===== src/rtl/core/mrwr_pkg.sv =====
// shared constants for the miller-rabin witness round block
// no dependencies
package mrwr_pkg;
  localparam int FIELD_W     = 32;
  localparam int WIDTH_DEF   = 32;

  // control states
  localparam logic [3:0] ST_IDLE   = 4'd0;
  localparam logic [3:0] ST_CHECK  = 4'd1;
  localparam logic [3:0] ST_DECOMP = 4'd2;
  localparam logic [3:0] ST_RED    = 4'd3;
  localparam logic [3:0] ST_POW    = 4'd4;
  localparam logic [3:0] ST_MR     = 4'd5;
  localparam logic [3:0] ST_MS     = 4'd6;
  localparam logic [3:0] ST_SQ     = 4'd7;
  localparam logic [3:0] ST_FIN    = 4'd8;
endpackage


===== src/rtl/core/mrwr_mulmod.sv =====
// bit-serial modular multiplier: p * q mod m, one bit of q per cycle
// uses mrwr_pkg for the default width
module mrwr_mulmod #(
  parameter int W = mrwr_pkg::WIDTH_DEF
) (
  input  logic         clk,
  input  logic         rst_n,
  input  logic         start,
  input  logic [W-1:0] p,
  input  logic [W-1:0] q,
  input  logic [W-1:0] m,
  output logic         done,
  output logic [W-1:0] result
);
  import mrwr_pkg::*;
  localparam int CW = $clog2(W + 1);

  logic [W-1:0]  acc_r, acc_nxt;
  logic [W-1:0]  q_r, p_r, m_r;
  logic [CW-1:0] cnt_r;
  logic          busy_r, done_r;
  logic [W:0]    dbl, dbl_red, sum;

  always_comb begin
    // acc = 2*acc mod m, then add p mod m when the bit is set
    dbl     = {acc_r, 1'b0};
    dbl_red = (dbl >= {1'b0, m_r}) ? dbl - {1'b0, m_r} : dbl;
    sum     = dbl_red + {1'b0, p_r};
    if (q_r[W-1]) begin
      if (sum >= {1'b0, m_r}) sum = sum - {1'b0, m_r};
      acc_nxt = sum[W-1:0];
    end else begin
      acc_nxt = dbl_red[W-1:0];
    end
  end

  always_ff @(posedge clk) begin
    if (!rst_n) begin
      busy_r <= 1'b0;
      done_r <= 1'b0;
      cnt_r  <= '0;
    end else begin
      done_r <= 1'b0;
      if (start) begin
        busy_r <= 1'b1;
        cnt_r  <= CW'(W);
      end else if (busy_r) begin
        cnt_r <= cnt_r - 1'b1;
        if (cnt_r == CW'(1)) begin
          busy_r <= 1'b0;
          done_r <= 1'b1;
        end
      end
    end
  end

  always_ff @(posedge clk) begin
    if (start) begin
      acc_r <= '0;
      q_r   <= q;
      p_r   <= p;
      m_r   <= m;
    end else if (busy_r) begin
      acc_r <= acc_nxt;
      q_r   <= {q_r[W-2:0], 1'b0};
    end
  end

  assign done   = done_r;
  assign result = acc_r;
endmodule


===== src/rtl/core/miller_rabin_witness_round_top.sv =====
// miller-rabin witness round: control sequencer and datapath registers
// uses mrwr_pkg and mrwr_mulmod
//
// channel | ports                                   | dir
// in      | in_valid in_ready in_candidate in_witness | in
// out     | out_valid out_ready out_probably_prime    | out
//
// one item at a time; n - 1 = d * 2^s, L is the bit length of d, and a round
// uses up to M = L + popcount(d) + s modular products of K = min(WIDTH, 32) bits
// on the bit-serial multiplier.
// synchronous active-low reset returns to idle with no result pending.
// a finished result sits in the output register; the next item is taken
// while it waits, and a second result holds until the first transfer.
module miller_rabin_witness_round_top #(
  parameter int WIDTH = mrwr_pkg::WIDTH_DEF
) (
  input  logic                         clk,
  input  logic                         rst_n,
  input  logic                         in_valid,
  output logic                         in_ready,
  input  logic [mrwr_pkg::FIELD_W-1:0] in_candidate,
  input  logic [mrwr_pkg::FIELD_W-1:0] in_witness,
  output logic                         out_valid,
  input  logic                         out_ready,
  output logic                         out_probably_prime
);
  import mrwr_pkg::*;
  localparam int DW = (WIDTH < FIELD_W) ? WIDTH : FIELD_W;
  localparam int SW = $clog2(DW + 1);

  logic [3:0]    state_r, state_nxt;
  logic [DW-1:0] n_r, n_nxt, a_r, a_nxt, d_r, d_nxt, x_r, x_nxt;
  logic [SW-1:0] s_r, s_nxt, rc_r, rc_nxt;
  logic          pass_r, pass_nxt;
  logic          out_valid_r, out_valid_nxt, out_pp_r, out_pp_nxt;
  logic          mm_start, mm_done;
  logic [DW-1:0] mm_p, mm_q, mm_res, nm1;

  mrwr_mulmod #(.W(DW)) u_mulmod (
    .clk(clk), .rst_n(rst_n), .start(mm_start),
    .p(mm_p), .q(mm_q), .m(n_r), .done(mm_done), .result(mm_res)
  );

  assign nm1      = n_r - 1'b1;
  assign in_ready = (state_r == ST_IDLE);

  always_comb begin
    state_nxt     = state_r;
    n_nxt         = n_r;
    a_nxt         = a_r;
    d_nxt         = d_r;
    x_nxt         = x_r;
    s_nxt         = s_r;
    rc_nxt        = rc_r;
    pass_nxt      = pass_r;
    out_valid_nxt = out_valid_r;
    out_pp_nxt    = out_pp_r;
    mm_start      = 1'b0;
    mm_p          = x_r;
    mm_q          = x_r;
    if (out_valid_r && out_ready) out_valid_nxt = 1'b0;
    case (state_r)
      ST_IDLE: begin
        if (in_valid) begin
          n_nxt     = in_candidate[DW-1:0];
          a_nxt     = in_witness[DW-1:0];
          state_nxt = ST_CHECK;
        end
      end
      ST_CHECK: begin
        if (n_r < DW'(2) || (n_r != DW'(2) && !n_r[0])) begin
          pass_nxt  = 1'b0;
          state_nxt = ST_FIN;
        end else if (n_r == DW'(2)) begin
          pass_nxt  = 1'b1;
          state_nxt = ST_FIN;
        end else begin
          d_nxt     = nm1;
          s_nxt     = '0;
          state_nxt = ST_DECOMP;
        end
      end
      ST_DECOMP: begin
        if (!d_r[0]) begin
          d_nxt = d_r >> 1;
          s_nxt = s_r + 1'b1;
        end else begin
          // reduce the clamped base: 1 * a mod n
          mm_start  = 1'b1;
          mm_p      = DW'(1);
          mm_q      = (a_r < DW'(2)) ? DW'(2) : a_r;
          state_nxt = ST_RED;
        end
      end
      ST_RED: begin
        if (mm_done) begin
          a_nxt     = mm_res;
          x_nxt     = DW'(1);
          state_nxt = ST_POW;
        end
      end
      ST_POW: begin
        if (d_r == '0) begin
          if (x_r == DW'(1) || x_r == nm1) begin
            pass_nxt  = 1'b1;
            state_nxt = ST_FIN;
          end else if (s_r <= SW'(1)) begin
            pass_nxt  = 1'b0;
            state_nxt = ST_FIN;
          end else begin
            rc_nxt    = SW'(1);
            mm_start  = 1'b1;
            state_nxt = ST_SQ;
          end
        end else if (d_r[0]) begin
          mm_start  = 1'b1;
          mm_p      = x_r;
          mm_q      = a_r;
          state_nxt = ST_MR;
        end else begin
          mm_start  = 1'b1;
          mm_p      = a_r;
          mm_q      = a_r;
          state_nxt = ST_MS;
        end
      end
      ST_MR: begin
        mm_p = a_r;
        mm_q = a_r;
        if (mm_done) begin
          x_nxt     = mm_res;
          mm_start  = 1'b1;
          state_nxt = ST_MS;
        end
      end
      ST_MS: begin
        if (mm_done) begin
          a_nxt     = mm_res;
          d_nxt     = d_r >> 1;
          state_nxt = ST_POW;
        end
      end
      ST_SQ: begin
        if (mm_done) begin
          x_nxt = mm_res;
          if (mm_res == nm1) begin
            pass_nxt  = 1'b1;
            state_nxt = ST_FIN;
          end else if (rc_r + 1'b1 >= s_r) begin
            pass_nxt  = 1'b0;
            state_nxt = ST_FIN;
          end else begin
            rc_nxt   = rc_r + 1'b1;
            mm_p     = mm_res;
            mm_q     = mm_res;
            mm_start = 1'b1;
          end
        end
      end
      ST_FIN: begin
        // wait until the output register is free
        if (!out_valid_r || out_ready) begin
          out_valid_nxt = 1'b1;
          out_pp_nxt    = pass_r;
          state_nxt     = ST_IDLE;
        end
      end
      default: state_nxt = ST_IDLE;
    endcase
  end

  always_ff @(posedge clk) begin
    if (!rst_n) begin
      state_r     <= ST_IDLE;
      out_valid_r <= 1'b0;
    end else begin
      state_r     <= state_nxt;
      out_valid_r <= out_valid_nxt;
    end
  end

  always_ff @(posedge clk) begin
    n_r      <= n_nxt;
    a_r      <= a_nxt;
    d_r      <= d_nxt;
    x_r      <= x_nxt;
    s_r      <= s_nxt;
    rc_r     <= rc_nxt;
    pass_r   <= pass_nxt;
    out_pp_r <= out_pp_nxt;
  end

  assign out_valid          = out_valid_r;
  assign out_probably_prime = out_pp_r;
endmodule


===== config.mk =====
export PLATFORM = sky130hd
export DESIGN_NAME = miller_rabin_witness_round_top
export DESIGN_NICKNAME = d
export VERILOG_FILES = /design/src/rtl/core/mrwr_pkg.sv /design/src/rtl/core/mrwr_mulmod.sv /design/src/rtl/core/miller_rabin_witness_round_top.sv
export SDC_FILE = /design/constraint.sdc
export NUM_CORES = 1
export LEC_CHECK = 0
export ABC_AREA = 1
export BUFFER_PORTS_ARGS = -buffer_cell sky130_fd_sc_hd__buf_2
export CORE_ASPECT_RATIO = 0.5
export CORE_MARGIN = 2
export CORE_UTILIZATION = 42
export DETAILED_ROUTE_END_ITERATION = 7
export HOLD_SLACK_MARGIN = 0.03
export PLACE_DENSITY_LB_ADDON = 0.12
export SETUP_SLACK_MARGIN = 0.05
export SLEW_MARGIN = 10
export SYNTH_ARGS = -nofsm -noshare
export SYNTH_HDL_FRONTEND = slang
export SYNTH_SLANG_ARGS = --single-unit

===== constraint.sdc =====
create_clock -name clk -period 6.9 [get_ports clk]
set_clock_uncertainty 0.1 [all_clocks]
set_input_delay 1.38 -clock clk [delete_from_list [all_inputs] [get_ports clk]]
set_output_delay 1.38 -clock clk [all_outputs]
set_load 0.02 [all_outputs]

Word level (Yosys, flattened, before mapping)
Cells that the tools add are included.
Word-level totals
  register bits after elaboration: 283
  latch bits: 0
  bits in writable memories: 0
  memory bits (read-only): 0
  input bits: 68
  output and inout bits: 3
  logic and storage cells: 177
  memories kept: 0
Cells by class
  add/sub/neg operators: 7
  $mul: 0
  div/mod/pow operators: 0
  magnitude comparators: 6
  equal/unequal tests: 34
  shift operators: 0
  muxes and demuxes: 79
  bitwise operators: 2
  reductions and logical operators: 30
Operators with widths (count)
  $mux 32: 20
  $pmux 32 s4: 2
  $pmux 32 s2: 2
  $pmux 32 s3: 1
  $ge 33x32->1: 2
  $mux 6: 11
  $eq 32x32->1: 2
  $lt 32x2->1 const B: 2
  $mux 4: 13
  $add 33x32->33: 1
  $mux 33: 1
  $sub 33x32->33: 1
  $eq 32x1->1 const B: 1
  $eq 32x2->1 const B: 1
  $logic_not 32->1: 1
  $ne 32x2->1 const B: 1
  $pmux 4 s8: 1
  $sub 32x1->32 const B: 1
  $sub 32x32->32: 1
  $pmux 6 s2: 2
  $mux 1: 23
  $ne 2x2->1 const B: 11
  $eq 4x3->1 const B: 4
  $reduce_and 7->1: 2
  27 further kinds: 51

Depth between registers and ports, before layout
Gate-level depths: netlist of the first run.
  depth in word-level cells: 7
  mapped depth: 43
  gate-level depth less buffers: 43

Cells and area by module
From an unflattened synthesis of the first run, not the netlist that was laid out.
Second synthesis, totals
  cells, all modules: 3485
  area total of the unflattened synthesis: 24161.9 um^2
By module, submodules not included
  mrwr_mulmod: instances 1, cells each 1885, area an instance 12913.6 um^2, sequential area each 3683.5 um^2
  miller_rabin_witness_round_top: instances 1, cells each 1600, area an instance 11248.3 um^2, sequential area each 4364.2 um^2

Worst setup path before layout of the first run
OpenSTA, ideal clock, no wires.
  path type: register -> register
  from: register u_mulmod.m_r[3]
  to: register u_mulmod.acc_r[30] (netlist: u_mulmod.result[30])
  library setup time: 108 ps
  data arrival time: 5484 ps
  required time: 6692 ps
  setup slack: 1208 ps
  cell stages (with the launch flop): 44
  path buffers: 3
  period minus slack after synthesis: 5692 ps
  path through: edfxtp_1 > inv_1 > ha_1 > nand2_1 > o21ai_0 > nand2_1 > nand2_1 > nand2_1 > nand3_1 > nand2_1 > nand2_1 > clkbuf_1 > buf_1 > nand2_1 > o21ai_0 > ha_1 > a21oi_1 > nand2_1 > [8 not listed] > or2_2 > nand2_1 > inv_1 > ha_1 > nand2_1 > o21ai_0 > nand2_1 > a21oi_1 > nor2_1 > nand2_1 > nand2_1 > nand3_1 > clkbuf_1 > nand2_1 > nand3_1 > nand3_1 > nand3_2 > inv_2
Between the ends
  cells in the longest elaborated chain, start to end: 6
  elaborated cells between the ends (all ways): 8
  those cells by class: 3 x add/sub; 2 x order compare; 3 x mux
Ends and longest elaborated chain
  start, declared: RTL line mrwr_mulmod.sv:19  | logic [W-1:0] q_r, p_r, m_r;
  start signal, assigned: RTL line mrwr_mulmod.sv:62  | m_r <= m;
  $sub 33x32->33 or $ge 33x32->1 (tied branches): RTL line mrwr_mulmod.sv:27  | dbl_red = (dbl >= {1'b0, m_r}) ? dbl - {1'b0, m_r} : dbl;
  $mux 33: RTL line mrwr_mulmod.sv:27
  $add 33x32->33: RTL line mrwr_mulmod.sv:28  | sum = dbl_red + {1'b0, p_r};
  $sub 32x32->32 or $ge 33x32->1 (tied branches): RTL line mrwr_mulmod.sv:30  | if (sum >= {1'b0, m_r}) sum = sum - {1'b0, m_r};
  $mux 32: RTL line mrwr_mulmod.sv:30
  $mux 32 *: RTL line mrwr_mulmod.sv:29  | if (q_r[W-1]) begin
  end signal, assigned: RTL line mrwr_mulmod.sv:64  | acc_r <= acc_nxt;
  end, declared: RTL line mrwr_mulmod.sv:18  | logic [W-1:0] acc_r, acc_nxt;
Every way passes the cells marked *; elsewhere a longest branch is shown, timed or not.
A chain may end at the register's enable or synchronous reset.

Worst setup path after layout of the first run
  from: register u_mulmod.acc_r[5] (netlist: u_mulmod.result[5])
  to: register u_mulmod.acc_r[17] (netlist: u_mulmod.result[17])
Between the ends
  cells in the longest elaborated chain, start to end: 6
  elaborated cells between the ends (all ways): 12
  those cells by class: 3 x add/sub; 2 x order compare; 1 x eq/ne; 6 x mux
Ends and longest elaborated chain (RTL line)
  $sub 33x32->33 or $ge 33x32->1 (tied branches): mrwr_mulmod.sv:27
  $mux 33: mrwr_mulmod.sv:27
  $add 33x32->33: mrwr_mulmod.sv:28
  $sub 32x32->32 or $ge 33x32->1 (tied branches): mrwr_mulmod.sv:30
  $mux 32: mrwr_mulmod.sv:30
  $mux 32: mrwr_mulmod.sv:29
Several ways; a longest one is shown, not always the timed one.

==> results of run 1 <==
[area by class of cell]
cell class              instances  area (µm²)  area share, %
multi-input cells            2374       12780          49.17
clock inverters                21       221.5         0.8519
clock buffers                  33       740.7          2.849
inverters                     441        1655          6.368
repair buffers                238        1657          6.373
well taps                     713       892.1          3.432
flip-flops and latches        283        8048          30.96
[registers in the layout, summed over array words and instances (netlist names), 4 cells and up]
name,flops
a_r,32
d_r,32
n_r,32
rc_r,6
s_r,6
state_r,4
u_mulmod.cnt_r,6
u_mulmod.m_r,32
u_mulmod.p_r,32
u_mulmod.q_r,32
u_mulmod.result,32
x_r,32
[synthesized netlist by cell type (all sizes together), types with 43 or more instances]
master / n / area [µm²]
inv: 436 / 1637
clkbuf: 78 / 292.8
nand4: 63 / 394.1
dfxtp: 45 / 900.9
nor3: 56 / 280.3
xor2: 75 / 656.9
nand3: 327 / 1714
ha: 110 / 1376
nor2: 394 / 1587
a21oi: 153 / 765.7
edfxtp: 238 / 7147
nand2: 760 / 2888
o21ai: 181 / 917.1
o22ai: 43 / 269.0
[path summary, 6_finish.rpt]
kind,to,slack (ns),cells after the start
min,out_probably_prime,0.35,0
min reg2reg,out_probably_prime,0.35,0
max reg2reg,u_mulmod.result[17],0.37,36
max,u_mulmod.result[17],0.37,36
[cells by family after synthesis]
logic type	after synthesis	synth area share [%]
xor gates and xnor gates	101	3.971
adders and majority gates	113	6.349
and+or+nand+nor	1650	31.78
buffers and inverters	533	9.053
DFF	283	35.57
AOI/OAI and AO/OA	510	13.28
[per-stage QoR]
step | cell area (µm²) | worst slack [ns] | hold slack, ns | instances | utilization (%)
final | 25990 | 0.3728 | 0.3534 | 4103 | 48.63
after detailed placement | 24800 | 0.1909 | 0.3417 | 4047 | 46.40
after global routing | 25990 | 0.03167 | 0.3803 | 4103 | 48.63
after CTS | 25770 | 0.1240 | 0.3697 | 4101 | 48.20
after global placement | 24800 | 0.1074 | 0.3511 | 4047 | 46.40
after floorplan | 22630 | 1.208 | 0.3003 | 3190 | -
[what timing repair did]
item	CTS	global route
endpoints found under the setup margin	0	32
resized for setup	0	58
setup buffers	0	2
[critical path: cells and delay by family, from the launching register on]
family / cells / cell delay (ns)
AO/OA/AOI/OAI: 10 / 1.95
XOR/XNOR: 1 / 0.30
adder cells (fa/ha/maj): 3 / 0.96
buffers and inverters: 7 / 0.86
flip-flops: 1 / 0.51
AND/OR/NAND/NOR: 15 / 1.71
[metal layers]
| layer | wire, µm | track usage [%] | vias up |
|---|---|---|---|
| li1 | - | - | 11120 |
| met1 | 46320 | 52.93 | 11020 |
| met2 | 37320 | 46.89 | 1259 |
| met3 | 12470 | 9.664 | 140 |
| met4 | 2590 | 8.300 | 0 |
| met5 | 0 | 0 | - |
==> metrics.csv, run 1 <==
metric;value;unit
EDFF count, synth;238;
first drt pass iteration count;6;
Mapped Cells;3190;
largest net degree at the start of global routing;65;
fin crit share;94.60;%
Initial Util;42.33;%
mapped cell area;0.02263;mm²
number of CTS-inserted buffers;29;
hold-fix buffers at CTS;0;
Final Net Count;3548;
commonest non-fill, non-tap cell in the layout;nand2_1;
Worst slew margin;19.20;%
CTS root buffer;clkbuf_16;
vias in the first global route;21570;
crit path from;u_mulmod.result[5];
Synth Warn #;0;
Area growth, synth to finish;14.89;%
max_cap viols;0;
clock latency at the later pin of the worst-skew pair;0.63;ns
Syn Area/Cell;7.093;µm²
Setup violations, final;0;
Ant. Diodes;0;
CP max FO;11;
CP Class;reg2reg;
Setup crit end kind;flip-flop;
CTS tree;built;
CP max stage cell;dfxtp_1;
final hold vios;0;
H-tree depth;1;
GRT Overall Usage;34.51;%
placement row count;60;
Via density;5.738;
DP HPWL;78330;µm
Die Wd;332.2;µm
synth unique cells;52;
Placeable Area;0.05345;mm²
Clock Path Buffers;3;
crit-path most repeated cell;nand2_1;
max-slew violation count;0;
CTS sink count;283;
most frequent cells in the layout;750 x nand2_1, 411 x inv_1, 352 x nor2_1;
Post-DRT Antenna Nets;0;
top_reg_cell synth;edfxtp_1;
Achievable Freq;153.2;MHz
wire length per cell;24.05;µm
I/O pin count;71;
share of cells above drive strength 1;12.24;%
Hold Crit Class;reg2reg;
RSZ-0062 raised after global routing;true;
Seq cells post-synth;283;
Fillers;5510;
Worst EP required;7.29;ns
clk slew on worst S/H paths;0.07;ns
status;finished clean;
buffers added on ports;70;
vias;23540;
post-synthesis sequential area ratio;35.57;%
CP max stage delay;0.51;ns
global-route wire length before repair;142400;µm
Final min period;6.527;ns
DRC;0;
Fin Setup TNS;0;ns
Tightest Pin Transition;1.209;ns
R2R Path Start;u_mulmod.result[5];
DR iter-0 viols;3026;
crit path DAT;6.92;ns
total gr overflow;0;
worst hold path startpoint;pass_r;
full die area;0.05586;mm²
final wirelength;98690;µm
ys async rst share;0;%
initial antenna violation count;2;
routability cong.;1.010;
CP startpoint kind;flip-flop;
Syn Nets;3371;
die height;168.1;µm
Power of run 1 is left out: the tool's default activity adds up to more than one toggle a clock period on the data nets, which glitch-free logic cannot reach.
==> run 2, diff against run 1 <==
CELL_PAD_IN_SITES_DETAIL_PLACEMENT = 0   (was not set)
CELL_PAD_IN_SITES_GLOBAL_PLACEMENT = 1   (was not set)
PLACE_DENSITY = 0.7   (was not set)
PLACE_DENSITY_LB_ADDON = not set   (was 0.12)
==> run 2 against run 1 <==
  * The run now ends with design-rule violations left
  * Maximum frequency increased by 0.80%
  * Clock-buffer cell count grew 6
  * Critical path depth up 2
  * Global-route usage decreased by 0.56 points
  * Die area did not move
  * First-iteration DRC count is 1.9% lower
  * Sequential cell count unchanged
  * Critical path type unchanged
  * Critical endpoint is now u_mulmod.result[5]
==> metrics.csv, run 2 (synthesized netlist as in run 1, its figures left out) <==
metric;value;unit;change
vias;23200;;-1.5%
Setup violations, final;0;;unchanged
CTS sink count;283;;unchanged
GRT Overall Usage;33.95;%;-0.56 points
final hold vios;0;;unchanged
Die Wd;332.2;µm;unchanged
Worst EP required;7.30;ns;about the same
clk slew on worst S/H paths;0.07;ns;about the same
CTS root buffer;clkbuf_16;;
hold-fix buffers at CTS;0;;unchanged
first drt pass iteration count;8;;+2
CP startpoint kind;flip-flop;;
Clock Path Buffers;3;;unchanged
area of the multi-input gates;0.01294;mm²;+1.3%
Via density;5.779;;+0.72%
number of CTS-inserted buffers;29;;unchanged
CP max stage delay;0.43;ns;-0.08 ns
DR iter-0 viols;2970;;-1.9%
RSZ-0062 raised after global routing;false;;
initial antenna violation count;8;;+6
H-tree depth;1;;unchanged
CTS tree;built;;
Setup crit end kind;flip-flop;;
die height;168.1;µm;unchanged
DRC;1;;+1
Fillers;5548;;+0.69%
commonest non-fill, non-tap cell in the layout;nand2_1;;
max-slew violation count;0;;unchanged
share of cells above drive strength 1;10.42;%;-1.8 points
crit path DAT;6.87;ns;-0.05 ns
buffers added on ports;70;;unchanged
CP max FO;17;;+6
Fin Setup TNS;0;ns;unchanged
Ant. Diodes;0;;unchanged
vias in the first global route;21060;;-2.4%
fin crit share;93.85;%;-0.75 points
met3 usage;6.669;%;-3.0 points
total gr overflow;0;;unchanged
Placeable Area;0.05345;mm²;unchanged
Final Net Count;3459;;-2.5%
gr busiest metal;met1;;
sequential cell area;0.008048;mm²;unchanged
most frequent cells in the layout;750 x nand2_1, 413 x inv_1, 344 x nor2_1;;
placement row count;60;;unchanged
routability cong.;0.9577;;-5.2%
Achievable Freq;154.4;MHz;+0.80%
Post-DRT Antenna Nets;0;;unchanged
Initial Util;42.33;%;unchanged
Area growth, synth to finish;13.00;%;
Hold Crit Class;reg2reg;;
final wirelength;97600;µm;-1.1%
global-route wire length before repair;140300;µm;-1.5%
Tightest Pin Transition;1.247;ns;+0.03832 ns
largest net degree at the start of global routing;65;;unchanged
I/O pin count;71;;unchanged
crit-path most repeated cell;nand2_1;;
Final min period;6.475;ns;-0.05174 ns
CP max stage cell;ha_2;;
clock latency at the later pin of the worst-skew pair;0.60;ns;-0.03 ns
met2 usage;45.41;%;-1.5 points
Worst slew margin;16.63;%;-2.6 points
wire length per cell;24.31;µm;+1.1%
status;finished with violations;;
DP HPWL;76100;µm;-2.8%
M1 GR Usage;55.11;%;+2.2 points
failing checks;design-rule violations;;
full die area;0.05586;mm²;unchanged
CP Class;reg2reg;;
max_cap viols;0;;unchanged
[run 2: cell count changes in the layout (fill, tap and decap cells not counted), sizes merged]
cell / before / now
buf: 238 / 147
clkbuf: 33 / 41
clkinv: 19 / 12
clkinvlp: 0 / 4
bufinv: 4 / 2
inv: 439 / 438
[run 2: layer usage]
metal / vias to the layer above / routed length (µm)
met5: - / 0
met4: 0 / 1974
met3: 92 / 11140
met2: 1191 / 36770
met1: 10960 / 47710
li1: 10950 / -
[run 2: path summary, 6_finish.rpt]
kind	start	end	slack, ns	cells past startpoint
setup / recovery	u_mulmod.m_r[16]	u_mulmod.result[5]	0.42	38
hold / removal	pass_r	out_probably_prime	0.35	0
setup reg to reg	u_mulmod.m_r[16]	u_mulmod.result[5]	0.42	38
hold reg to reg	pass_r	out_probably_prime	0.35	0
[run 2: metrics by stage]
step | cell area (µm²) | std cells | util [%] | setup WS [ns] | hold slack, ns
finish | 25570 | 4014 | 47.83 | 0.4246 | 0.3475
global route | 25570 | 4014 | 47.83 | 0.01727 | 0.3580
global placement | 24120 | 3957 | 45.13 | 0.01939 | 0.3286
detailed placement | 24120 | 3957 | 45.13 | 0.01350 | 0.3188
floorplan | 22630 | 3190 | - | 1.208 | 0.3003
CTS | 25120 | 4011 | 46.99 | 0.08007 | 0.3501
[run 2: final cells by class]
| type | instances | share of cell area [%] |
|---|---|---|
| clock buffer | 39 | 3.259 |
| clock inverter | 15 | 0.6215 |
| inverter | 441 | 6.489 |
| multi-input combinational | 2374 | 50.63 |
| sequential | 283 | 31.48 |
| tap | 713 | 3.489 |
| timing repair buffer | 149 | 4.033 |
[run 2: critical path: cells and delay by family, from the launching register on]
family,cells,cell delay [ns]
and+or+nand+nor,17,1.87
AOI/OAI and AO/OA,9,1.53
buffers and inverters,8,1.19
adders and majority gates,3,1.07
DFF,1,0.36
xor gates and xnor gates,1,0.24
[run 2: repair_timing]
action | CTS | global route
gates resized for setup | 1 | 83
cloned | 0 | 2
endpoints found under the setup margin | 32 | 32
buffers inserted | 0 | 1
pin swaps | 0 | 2
Power of run 2 is left out for the same reason.
